<file path="src/rtl/core/dpa_pkg.sv">
`timescale 1ns / 1ps
// ----------------------------------------------------------------------------
// dpa_pkg
// shared types, widths and constants of the int8 dot product accumulator
// ----------------------------------------------------------------------------
package dpa_pkg;

    localparam int SUM_W  = 26;   // dot_sum width
    localparam int SIM_W  = 28;   // similarity_q16 width
    localparam int ELEM_W = 8;
    localparam int PROD_W = 16;
    localparam int PSUM_W = 18;   // sum of four products
    localparam int ACC_W  = 28;   // running sum plus one group, with headroom

    localparam int Q_FRAC     = 16;
    localparam int SIM_DIV    = 16129;
    localparam int ROUND_HALF = (SIM_DIV - 1) / 2;

    // exact reciprocals: floor(n / SIM_DIV) == (n * RCP) >> SHIFT
    localparam int MAG_W       = SUM_W;
    localparam int RCP1_SHIFT  = 40;
    localparam int RCP1_W      = 27;
    localparam int QA_W        = 12;
    localparam int RA_W        = 14;
    localparam int N2_W        = RA_W + Q_FRAC;
    localparam int RCP2_SHIFT  = 44;
    localparam int RCP2_W      = 31;
    localparam int PROD1_W     = MAG_W + RCP1_W;
    localparam int PROD2_W     = N2_W + RCP2_W;

    localparam logic [RCP1_W-1:0] RCP1 =
        RCP1_W'(((64'd1 << RCP1_SHIFT) + 64'(SIM_DIV) - 64'd1) / 64'(SIM_DIV));
    localparam logic [RCP2_W-1:0] RCP2 =
        RCP2_W'(((64'd1 << RCP2_SHIFT) + 64'(SIM_DIV) - 64'd1) / 64'(SIM_DIV));

    localparam int QUEUE_DEPTH = 4;
    localparam int QPTR_W      = 2;
    localparam int QCNT_W      = 3;

    typedef logic signed [SUM_W-1:0] dpa_sum_t;

    typedef struct packed {
        logic empty;
        logic afull;
    } dpa_q_stat_t;

    function automatic longint dpa_sum_lo(input longint max_dims);
        longint lo;
        lo = -64'sd16256 * max_dims;
        if (lo < -(64'sd1 <<< (SUM_W - 1))) begin
            lo = -(64'sd1 <<< (SUM_W - 1));
        end
        return lo;
    endfunction

    function automatic longint dpa_sum_hi(input longint max_dims);
        longint hi;
        hi = 64'sd16384 * max_dims;
        if (hi > (64'sd1 <<< (SUM_W - 1)) - 64'sd1) begin
            hi = (64'sd1 <<< (SUM_W - 1)) - 64'sd1;
        end
        return hi;
    endfunction

endpackage

</file>
<file path="src/rtl/core/dpa_front.sv">
`timescale 1ns / 1ps
// ----------------------------------------------------------------------------
// dpa_front
// accepts lane beats, forms the four products and keeps the running sum
// ----------------------------------------------------------------------------
module dpa_front #(
    parameter int MAX_DIMS = 1024
) (
    input  logic                               clk,
    input  logic                               rst_n,
    input  logic                               in_valid,
    output logic                               in_ready,
    input  logic signed [dpa_pkg::ELEM_W-1:0]  a_lane0,
    input  logic signed [dpa_pkg::ELEM_W-1:0]  a_lane1,
    input  logic signed [dpa_pkg::ELEM_W-1:0]  a_lane2,
    input  logic signed [dpa_pkg::ELEM_W-1:0]  a_lane3,
    input  logic signed [dpa_pkg::ELEM_W-1:0]  b_lane0,
    input  logic signed [dpa_pkg::ELEM_W-1:0]  b_lane1,
    input  logic signed [dpa_pkg::ELEM_W-1:0]  b_lane2,
    input  logic signed [dpa_pkg::ELEM_W-1:0]  b_lane3,
    input  logic                               last,
    input  dpa_pkg::dpa_q_stat_t               q_stat,
    output logic                               push,
    output dpa_pkg::dpa_sum_t                  push_data
);

    localparam logic signed [dpa_pkg::ACC_W-1:0] ACC_LO =
        dpa_pkg::ACC_W'(dpa_pkg::dpa_sum_lo(longint'(MAX_DIMS)));
    localparam logic signed [dpa_pkg::ACC_W-1:0] ACC_HI =
        dpa_pkg::ACC_W'(dpa_pkg::dpa_sum_hi(longint'(MAX_DIMS)));

    logic signed [dpa_pkg::PROD_W-1:0] p0, p1, p2, p3;
    logic signed [dpa_pkg::PSUM_W-1:0] psum;
    logic                              accept;

    logic                              f1_valid_reg, f1_valid_next;
    logic                              f1_last_reg;
    logic signed [dpa_pkg::PSUM_W-1:0] f1_psum_reg;

    dpa_pkg::dpa_sum_t                 running_reg, running_next;
    logic signed [dpa_pkg::ACC_W-1:0]  acc_wide;
    dpa_pkg::dpa_sum_t                 acc_clamped;

    // one slot is held back for the beat sitting in the product stage
    assign in_ready = !q_stat.afull;
    assign accept   = in_valid && in_ready;

    assign p0   = a_lane0 * b_lane0;
    assign p1   = a_lane1 * b_lane1;
    assign p2   = a_lane2 * b_lane2;
    assign p3   = a_lane3 * b_lane3;
    assign psum = (dpa_pkg::PSUM_W'(p0) + dpa_pkg::PSUM_W'(p1))
                + (dpa_pkg::PSUM_W'(p2) + dpa_pkg::PSUM_W'(p3));

    assign f1_valid_next = accept;

    always_ff @(posedge clk or negedge rst_n) begin
        if (!rst_n) begin
            f1_valid_reg <= 1'b0;
            running_reg  <= '0;
        end else begin
            f1_valid_reg <= f1_valid_next;
            running_reg  <= running_next;
        end
    end

    always_ff @(posedge clk) begin
        if (accept) begin
            f1_psum_reg <= psum;
            f1_last_reg <= last;
        end
    end

    // saturating accumulate
    always_comb begin
        acc_wide = dpa_pkg::ACC_W'(running_reg) + dpa_pkg::ACC_W'(f1_psum_reg);
        if (acc_wide < ACC_LO) begin
            acc_clamped = dpa_pkg::SUM_W'(ACC_LO);
        end else if (acc_wide > ACC_HI) begin
            acc_clamped = dpa_pkg::SUM_W'(ACC_HI);
        end else begin
            acc_clamped = dpa_pkg::SUM_W'(acc_wide);
        end
    end

    always_comb begin
        running_next = running_reg;
        if (f1_valid_reg) begin
            running_next = f1_last_reg ? '0 : acc_clamped;
        end
    end

    assign push      = f1_valid_reg && f1_last_reg;
    assign push_data = acc_clamped;

endmodule

</file>
<file path="src/rtl/core/dpa_queue.sv">
`timescale 1ns / 1ps
// ----------------------------------------------------------------------------
// dpa_queue
// short fifo of finished sums between the front and the back
// ----------------------------------------------------------------------------
module dpa_queue (
    input  logic                 clk,
    input  logic                 rst_n,
    input  logic                 push,
    input  dpa_pkg::dpa_sum_t    push_data,
    input  logic                 pop,
    output dpa_pkg::dpa_sum_t    pop_data,
    output dpa_pkg::dpa_q_stat_t q_stat
);

    dpa_pkg::dpa_sum_t                mem_reg [dpa_pkg::QUEUE_DEPTH];
    logic [dpa_pkg::QPTR_W-1:0]       wr_ptr_reg, wr_ptr_next;
    logic [dpa_pkg::QPTR_W-1:0]       rd_ptr_reg, rd_ptr_next;
    logic [dpa_pkg::QCNT_W-1:0]       count_reg, count_next;

    always_comb begin
        wr_ptr_next = wr_ptr_reg + dpa_pkg::QPTR_W'(push);
        rd_ptr_next = rd_ptr_reg + dpa_pkg::QPTR_W'(pop);
        count_next  = count_reg + dpa_pkg::QCNT_W'(push) - dpa_pkg::QCNT_W'(pop);
    end

    always_ff @(posedge clk or negedge rst_n) begin
        if (!rst_n) begin
            wr_ptr_reg <= '0;
            rd_ptr_reg <= '0;
            count_reg  <= '0;
        end else begin
            wr_ptr_reg <= wr_ptr_next;
            rd_ptr_reg <= rd_ptr_next;
            count_reg  <= count_next;
        end
    end

    always_ff @(posedge clk) begin
        if (push) begin
            mem_reg[wr_ptr_reg] <= push_data;
        end
    end

    assign pop_data     = mem_reg[rd_ptr_reg];
    assign q_stat.empty = (count_reg == '0);
    assign q_stat.afull = (count_reg >= dpa_pkg::QCNT_W'(dpa_pkg::QUEUE_DEPTH - 1));

endmodule

</file>
<file path="src/rtl/core/dpa_back.sv">
`timescale 1ns / 1ps
// ----------------------------------------------------------------------------
// dpa_back
// scales each finished sum to q16 by 1/16129 and holds the result beat
// ----------------------------------------------------------------------------
module dpa_back (
    input  logic                              clk,
    input  logic                              rst_n,
    input  dpa_pkg::dpa_q_stat_t              q_stat,
    input  dpa_pkg::dpa_sum_t                 pop_data,
    output logic                              pop,
    output logic                              out_valid,
    input  logic                              out_ready,
    output logic signed [dpa_pkg::SUM_W-1:0]  dot_sum,
    output logic signed [dpa_pkg::SIM_W-1:0]  similarity_q16
);

    localparam logic signed [dpa_pkg::SIM_W:0] SIM_MAX =
        (dpa_pkg::SIM_W + 1)'((64'sd1 <<< (dpa_pkg::SIM_W - 1)) - 64'sd1);
    localparam logic signed [dpa_pkg::SIM_W:0] SIM_MIN =
        (dpa_pkg::SIM_W + 1)'(-(64'sd1 <<< (dpa_pkg::SIM_W - 1)));

    logic adv;

    logic                            v1_reg, v1_next, v2_reg, v2_next, v3_reg, v3_next;
    logic                            ov_reg, ov_next;

    // stage 1: magnitude and coarse quotient
    logic [dpa_pkg::MAG_W-1:0]       mag;
    logic [dpa_pkg::PROD1_W-1:0]     prod1;
    dpa_pkg::dpa_sum_t               s1_sum_reg;
    logic [dpa_pkg::MAG_W-1:0]       s1_mag_reg;
    logic [dpa_pkg::QA_W-1:0]        s1_qa_reg;

    // stage 2: remainder of the coarse quotient
    logic [dpa_pkg::MAG_W-1:0]       qd;
    dpa_pkg::dpa_sum_t               s2_sum_reg;
    logic [dpa_pkg::QA_W-1:0]        s2_qa_reg;
    logic [dpa_pkg::RA_W-1:0]        s2_ra_reg;

    // stage 3: fine quotient of the remainder scaled by 2^16
    logic [dpa_pkg::N2_W-1:0]        n2;
    logic [dpa_pkg::PROD2_W-1:0]     prod2;
    dpa_pkg::dpa_sum_t               s3_sum_reg;
    logic [dpa_pkg::QA_W-1:0]        s3_qa_reg;
    logic [dpa_pkg::Q_FRAC-1:0]      s3_q2_reg;

    // output stage: sign and saturate
    logic [dpa_pkg::SIM_W-1:0]       qmag;
    logic signed [dpa_pkg::SIM_W:0]  qsig;
    logic signed [dpa_pkg::SIM_W-1:0] sim_sat;

    assign adv = !ov_reg || out_ready;
    assign pop = adv && !q_stat.empty;

    assign v1_next = adv ? pop    : v1_reg;
    assign v2_next = adv ? v1_reg : v2_reg;
    assign v3_next = adv ? v2_reg : v3_reg;
    assign ov_next = adv ? v3_reg : ov_reg;

    always_ff @(posedge clk or negedge rst_n) begin
        if (!rst_n) begin
            v1_reg <= 1'b0;
            v2_reg <= 1'b0;
            v3_reg <= 1'b0;
            ov_reg <= 1'b0;
        end else begin
            v1_reg <= v1_next;
            v2_reg <= v2_next;
            v3_reg <= v3_next;
            ov_reg <= ov_next;
        end
    end

    always_comb begin
        mag   = pop_data[dpa_pkg::SUM_W-1] ? dpa_pkg::MAG_W'(-pop_data)
                                           : dpa_pkg::MAG_W'(pop_data);
        prod1 = dpa_pkg::PROD1_W'(mag) * dpa_pkg::PROD1_W'(dpa_pkg::RCP1);
        qd    = dpa_pkg::MAG_W'(s1_qa_reg) * dpa_pkg::MAG_W'(dpa_pkg::SIM_DIV);
        n2    = {s2_ra_reg, dpa_pkg::Q_FRAC'(0)} + dpa_pkg::N2_W'(dpa_pkg::ROUND_HALF);
        prod2 = dpa_pkg::PROD2_W'(n2) * dpa_pkg::PROD2_W'(dpa_pkg::RCP2);
        qmag  = {s3_qa_reg, s3_q2_reg};
        if (s3_sum_reg[dpa_pkg::SUM_W-1]) begin
            qsig = -$signed({1'b0, qmag});
        end else begin
            qsig = $signed({1'b0, qmag});
        end
        if (qsig > SIM_MAX) begin
            sim_sat = dpa_pkg::SIM_W'(SIM_MAX);
        end else if (qsig < SIM_MIN) begin
            sim_sat = dpa_pkg::SIM_W'(SIM_MIN);
        end else begin
            sim_sat = dpa_pkg::SIM_W'(qsig);
        end
    end

    always_ff @(posedge clk) begin
        if (adv) begin
            s1_sum_reg     <= pop_data;
            s1_mag_reg     <= mag;
            s1_qa_reg      <= prod1[dpa_pkg::RCP1_SHIFT +: dpa_pkg::QA_W];
            s2_sum_reg     <= s1_sum_reg;
            s2_qa_reg      <= s1_qa_reg;
            s2_ra_reg      <= dpa_pkg::RA_W'(s1_mag_reg - qd);
            s3_sum_reg     <= s2_sum_reg;
            s3_qa_reg      <= s2_qa_reg;
            s3_q2_reg      <= prod2[dpa_pkg::RCP2_SHIFT +: dpa_pkg::Q_FRAC];
            dot_sum        <= s3_sum_reg;
            similarity_q16 <= sim_sat;
        end
    end

    assign out_valid = ov_reg;

endmodule

</file>
<file path="src/rtl/core/int8_dot_product_accumulator_top.sv">
`timescale 1ns / 1ps
// ----------------------------------------------------------------------------
// int8_dot_product_accumulator_top
// streaming signed int8 dot product with q16 cosine-style scaling
// ----------------------------------------------------------------------------
//
//  channel  | handshake            | payload
//  ---------+----------------------+-----------------------------------------
//  input    | in_valid / in_ready  | a_lane0..3, b_lane0..3 (s8), last
//  output   | out_valid / out_ready| dot_sum (s26), similarity_q16 (s28)
//
//  one input beat per cycle while in_ready is high; each vector sum passes
//  the product register, the queue, the scaling stages and output register
//  the running sum is a single loop: add the four products, saturate, store
//  rst_n clears the running sum, the queue and all valid flags at once
//  a stalled output freezes the scaling pipeline; the queue then fills and
//  in_ready drops once three sums wait, so beats keep flowing until then
//
module int8_dot_product_accumulator_top #(
    parameter int MAX_DIMS = 1024
) (
    input  logic                              clk,
    input  logic                              rst_n,
    input  logic                              in_valid,
    output logic                              in_ready,
    input  logic signed [7:0]                 a_lane0,
    input  logic signed [7:0]                 a_lane1,
    input  logic signed [7:0]                 a_lane2,
    input  logic signed [7:0]                 a_lane3,
    input  logic signed [7:0]                 b_lane0,
    input  logic signed [7:0]                 b_lane1,
    input  logic signed [7:0]                 b_lane2,
    input  logic signed [7:0]                 b_lane3,
    input  logic                              last,
    output logic                              out_valid,
    input  logic                              out_ready,
    output logic signed [dpa_pkg::SUM_W-1:0]  dot_sum,
    output logic signed [dpa_pkg::SIM_W-1:0]  similarity_q16
);

    // front to queue: finished sums of whole vectors
    logic                 push;
    dpa_pkg::dpa_sum_t    push_data;

    // queue to back
    logic                 pop;
    dpa_pkg::dpa_sum_t    pop_data;
    dpa_pkg::dpa_q_stat_t q_stat;

    // product tree and saturating accumulator
    dpa_front #(
        .MAX_DIMS (MAX_DIMS)
    ) u_front (
        .clk       (clk),
        .rst_n     (rst_n),
        .in_valid  (in_valid),
        .in_ready  (in_ready),
        .a_lane0   (a_lane0),
        .a_lane1   (a_lane1),
        .a_lane2   (a_lane2),
        .a_lane3   (a_lane3),
        .b_lane0   (b_lane0),
        .b_lane1   (b_lane1),
        .b_lane2   (b_lane2),
        .b_lane3   (b_lane3),
        .last      (last),
        .q_stat    (q_stat),
        .push      (push),
        .push_data (push_data)
    );

    // decouples accumulation from the scaling pipeline
    dpa_queue u_queue (
        .clk       (clk),
        .rst_n     (rst_n),
        .push      (push),
        .push_data (push_data),
        .pop       (pop),
        .pop_data  (pop_data),
        .q_stat    (q_stat)
    );

    // reciprocal-multiply divide by 16129 with round to nearest
    dpa_back u_back (
        .clk            (clk),
        .rst_n          (rst_n),
        .q_stat         (q_stat),
        .pop_data       (pop_data),
        .pop            (pop),
        .out_valid      (out_valid),
        .out_ready      (out_ready),
        .dot_sum        (dot_sum),
        .similarity_q16 (similarity_q16)
    );

endmodule

</file>
<file path="config.mk">
export PLATFORM = sky130hd
export DESIGN_NAME = int8_dot_product_accumulator_top
export DESIGN_NICKNAME = d
export VERILOG_FILES = /design/src/rtl/core/dpa_pkg.sv /design/src/rtl/core/dpa_front.sv /design/src/rtl/core/dpa_queue.sv /design/src/rtl/core/dpa_back.sv /design/src/rtl/core/int8_dot_product_accumulator_top.sv
export SDC_FILE = /design/constraint.sdc
export NUM_CORES = 2
export LEC_CHECK = 0
export BUFFER_PORTS_ARGS = -buffer_cell sky130_fd_sc_hd__buf_2
export CORE_UTILIZATION = 41
export DETAILED_ROUTE_END_ITERATION = 12
export HOLD_SLACK_MARGIN = 0.1
export PLACE_DENSITY = 0.61
export SETUP_SLACK_MARGIN = 0.2
export SLEW_MARGIN = 20
export SYNTH_ARGS = -nofsm -noshare
export SYNTH_HDL_FRONTEND = slang
export SYNTH_SLANG_ARGS = --single-unit
</file>
<file path="constraint.sdc">
create_clock -name clk -period 9.8 [get_ports clk]
set_clock_uncertainty 0.2 [all_clocks]
set_input_delay 0 -clock clk [delete_from_list [all_inputs] [get_ports clk]]
set_output_delay 0 -clock clk [all_outputs]
set_load 0.005 [all_outputs]
</file>
==> results summary <==
The first-pass GRT wire length came out at about 130 mm. After detailed routing, the number of vias per cell comes to between 4 and 5. The data arrival time of the critical path came out at 8.91 ns.

The initial antenna violation count is 2. The proportion of netlist area held by the largest area contributor came out at 0.262. Summed over all layers, the global routing overflow is 0. The via count of the first global-routing pass came to between 20,000 and 25,000. Once detail routing completed, the nets flagged for antenna violations numbered 0. edfxtp_1 takes more of the synthesized area than any other cell. In this run the worst setup path begins at u_queue.rd_ptr_reg[1]$_DFF_PN0_. The worst reg2reg path startpoint is u_queue.rd_ptr_reg[1]$_DFF_PN0_.

The number of cells on the worst reg-to-reg path is 25. TritonCTS built the clock tree. The die is approximately 310 µm wide. The clock period minus final worst setup slack is approximately 8.8 ns.

STA classifies the critical path startpoint as a flop. The net total in the final layout came out at about 4,700. The final count of pins violating max slew is 0.

Setup repair after global routing left no endpoint under its margin. The number of H-tree levels is 2. The initial DRC count came out at roughly 1,100. The relative slew slack came out at 0.276. The count of endpoints failing hold in the final timing report is 0. The summed area of non-filler cells in the final layout is 42,000 µm². The placed instances occupy a cell area of just over 40,000 µm².

The number of port buffers came out at roughly 120. The aggregate global-route resource usage is 0.166. The number of instances in the synthesized netlist came out at between 3,000 and 4,000.

The met3 wire length is 2.05 mm. The number of detailed-route iterations in the first pass came out at 5. Of the synthesized area, sequential elements account for 0.287. The floorplan step defined a core boundary enclosing between 90,000 and 100,000 µm². The clock-pin transition on the worst setup and hold timing paths is around 0.06 ns. The flip-flop count of the largest register, all copies and words added is about 100. Gates resized during post-CTS repair numbered 0.

The total met2 wirelength after detailed routing came out at 36.9 mm. The total via count after detailed routing came out at ~24,000. For this run, design rule violations remaining after detail routing come to 0.

The run finished with clean final reports. The yosys synthesis warning count is 0. The tightest min-delay check is of the reg2reg type. The synthesized netlist occupies a cell area of about 38,000 µm². The share of cells above drive strength 1 is 0.0758. At the later pin of the worst-skew pair, clock insertion delay measures 0.58 ns. The area occupied by registers is between 10,000 and 15,000 µm². The number of clock sinks came out at around 370. In this run the worst path has a maximum fanout of 19. The required time of the critical path is between 9 and 10 ns. In this run the worst setup path terminates at u_back.s1_qa_reg[5]$_DFFE_PP_. In the synthesized netlist the dominant register cell turns out to be edfxtp_1. The floorplan step set the die height to around 310 µm.

Measured on the finished design, the core utilization comes to 0.456. The worst reg-to-reg setup slack came out at around 1 ns. The floorplan die area came out at between 90,000 and 100,000 µm².

The wire length reported by the detailed router is roughly 76 mm. For this block, wires on met1 add up to between 30 and 40 mm. The count of antenna diodes in the layout is 0. The post-detailed-placement half-perimeter wirelength is between 60 and 70 mm.

The average routed wire per standard cell came out at approximately 16 µm. The post-synthesis async set-or-reset flop share is 0.102. By startpoint and endpoint, the worst setup path is classified as reg2reg. Setup total negative slack on the finished layout was measured at 0 ns. The ratio of final minimum period to clock period is 0.898. The slew at the pin closest to its max-slew limit is 1.08 ns.

Routability-driven placement finished with a final weighted congestion of about 0.9. Yosys attributes the largest share of cell area to edfxtp_1 26%, ha_1 22%, fa_1 21%. The area added between synthesis and finish came out at 9.80%. In the final layout, the multi-input gates occupy 24,500 µm². Yosys mapped the design onto 82 distinct sky130hd cell types.

Clock tree synthesis inserted a total of 40 buffers. The register bit total from synthesis came out at around 370. Derived from the worst setup path, the maximum achievable clock frequency is 114 MHz.

The initialized floorplan defines between 100 and 150 standard-cell rows. Each instance of the synthesized netlist takes up on average around 11 µm². The uppermost layer routed is met5. During I/O placement, the number of pins put on the boundary was 125. STA classifies the critical path endpoint as a flop. The number of endpoints failing setup at the final stage is 0. The layout has roughly 8,600 filler cells.

The destination of the worst register-to-register timing path is u_back.s1_qa_reg[5]$_DFFE_PP_. The largest net degree at the start of global routing is roughly 150. The master cell of the clock root buffer is clkbuf_16. The total of max-cap violations is 0.

Synthesis produced a netlist with a net count of 4,554. The clock passes through at most 3 buffers. In this run, synthesis inferred between 300 and 400 flip-flops with an integrated enable. The effective utilization at floorplan is 0.416.
synth_stat cells, types with 14 or more instances:
cell type / number
xor2_1: 64
ha_1: 659
o31ai_1: 14
nor3_1: 32
fa_1: 407
nor2_1: 144
xnor2_1: 103
o21bai_1: 14
nand2_1: 151
o32ai_1: 18
mux4_2: 25
clkbuf_1: 19
o21ai_0: 100
a21o_1: 41
dfrtp_1: 38
inv_1: 712
nor2b_1: 19
nand2b_1: 19
and2_1: 157
nand3_1: 31
o21a_1: 15
a21oi_1: 75
edfxtp_1: 334
nand4_1: 19
worst max-delay path: stages, from the launching register on:
cell and delay, ns:
dfrtp_1 0.63, buf_4 0.37, mux4_2 0.42, nor4_1 0.32, nor2b_1 0.29, and2_1 0.21, nand3_1 0.14, nor3b_1 0.38
nor2_1 0.09, xor2_1 0.67, ha_1 0.37, fa_1 0.48, fa_1 0.52, fa_1 0.51, ha_1 0.31, ha_1 0.33
a21o_1 0.17, a21o_1 0.17, a2111oi_0 0.47, o31ai_1 0.17, a2111oi_0 0.49, buf_4 0.21, o31ai_1 0.10, a21oi_1 0.25
o21bai_1 0.10, xor2_1 0.14
worst min-delay path by stage:
stage                                    startpoint                         endpoint  cells past startpoint
floorplan                                     rst_n     u_back.out_valid$_DFFE_PN0P_                      0
global placement                               last    u_front.f1_last_reg$_DFFE_PP_                      1
detailed placement                             last    u_front.f1_last_reg$_DFFE_PP_                      1
CTS                 u_back.s1_sum_reg[23]$_DFFE_PP_  u_back.s2_sum_reg[23]$_DFFE_PP_                      0
global route        u_back.s1_sum_reg[24]$_DFFE_PP_  u_back.s2_sum_reg[24]$_DFFE_PP_                      0
finish              u_back.s1_sum_reg[22]$_DFFE_PP_  u_back.s2_sum_reg[22]$_DFFE_PP_                      0
cells in the final DEF (no fill, tap or decap), types with 41 or more instances in the layout:
master,synthesis,routed
a21o_1,41,41
a21oi_1,75,75
and2_1,157,157
buf_2,7,124
clkbuf_16,0,41
edfxtp_1,334,334
fa_1,407,407
ha_1,659,659
inv_1,712,712
nand2_1,151,150
nor2_1,144,143
o21ai_0,100,100
xnor2_1,103,103
xor2_1,64,64
metrics by stage:
step | setup WS, ns | instances | hold WS (ns)
floorplan | 2.09 | 3419 | -0.496
global placement | 1.22 | 4777 | -0.0211
detailed placement | 1.08 | 4777 | -0.0168
CTS | 0.977 | 4860 | 0.197
global route | 0.385 | 4860 | 0.212
finish | 0.999 | 4860 | 0.206
cell type report:
cell class / count / share of cell area
Multi-Input combinational cell: 2299 / 0.582
Sequential cell: 372 / 0.261
Inverter: 714 / 0.0638
Tap cell: 1243 / 0.0370
Clock buffer: 51 / 0.0263
Timing Repair Buffer: 160 / 0.0226
Clock inverter: 21 / 0.00658
timing repair:
item,CTS,global route
setup buffers,0,0
hold buffers,11,0
hold endpoints to repair,61,0
layer usage:
layer | vias up | global-route usage
met3 | 94 | 0.0161
met1 | 11700 | 0.225
met2 | 302 | 0.284
li1 | 11800 | -
met5 | - | 0
met4 | 4 | 0.0403
kinds of logic after synthesis:
| family | synth area share |
|---|---|
| buffers and inverters | 0.0743 |
| adder cells (fa/ha/maj) | 0.429 |
| multiplexers | 0.0164 |
| flip-flops | 0.287 |
| AO/OA/AOI/OAI | 0.0698 |
| AND/OR/NAND/NOR | 0.0852 |
| XOR/XNOR | 0.0382 |
Power is not shown: default switching activity piles up to over one toggle a cycle in this logic, so the estimate is an artifact.
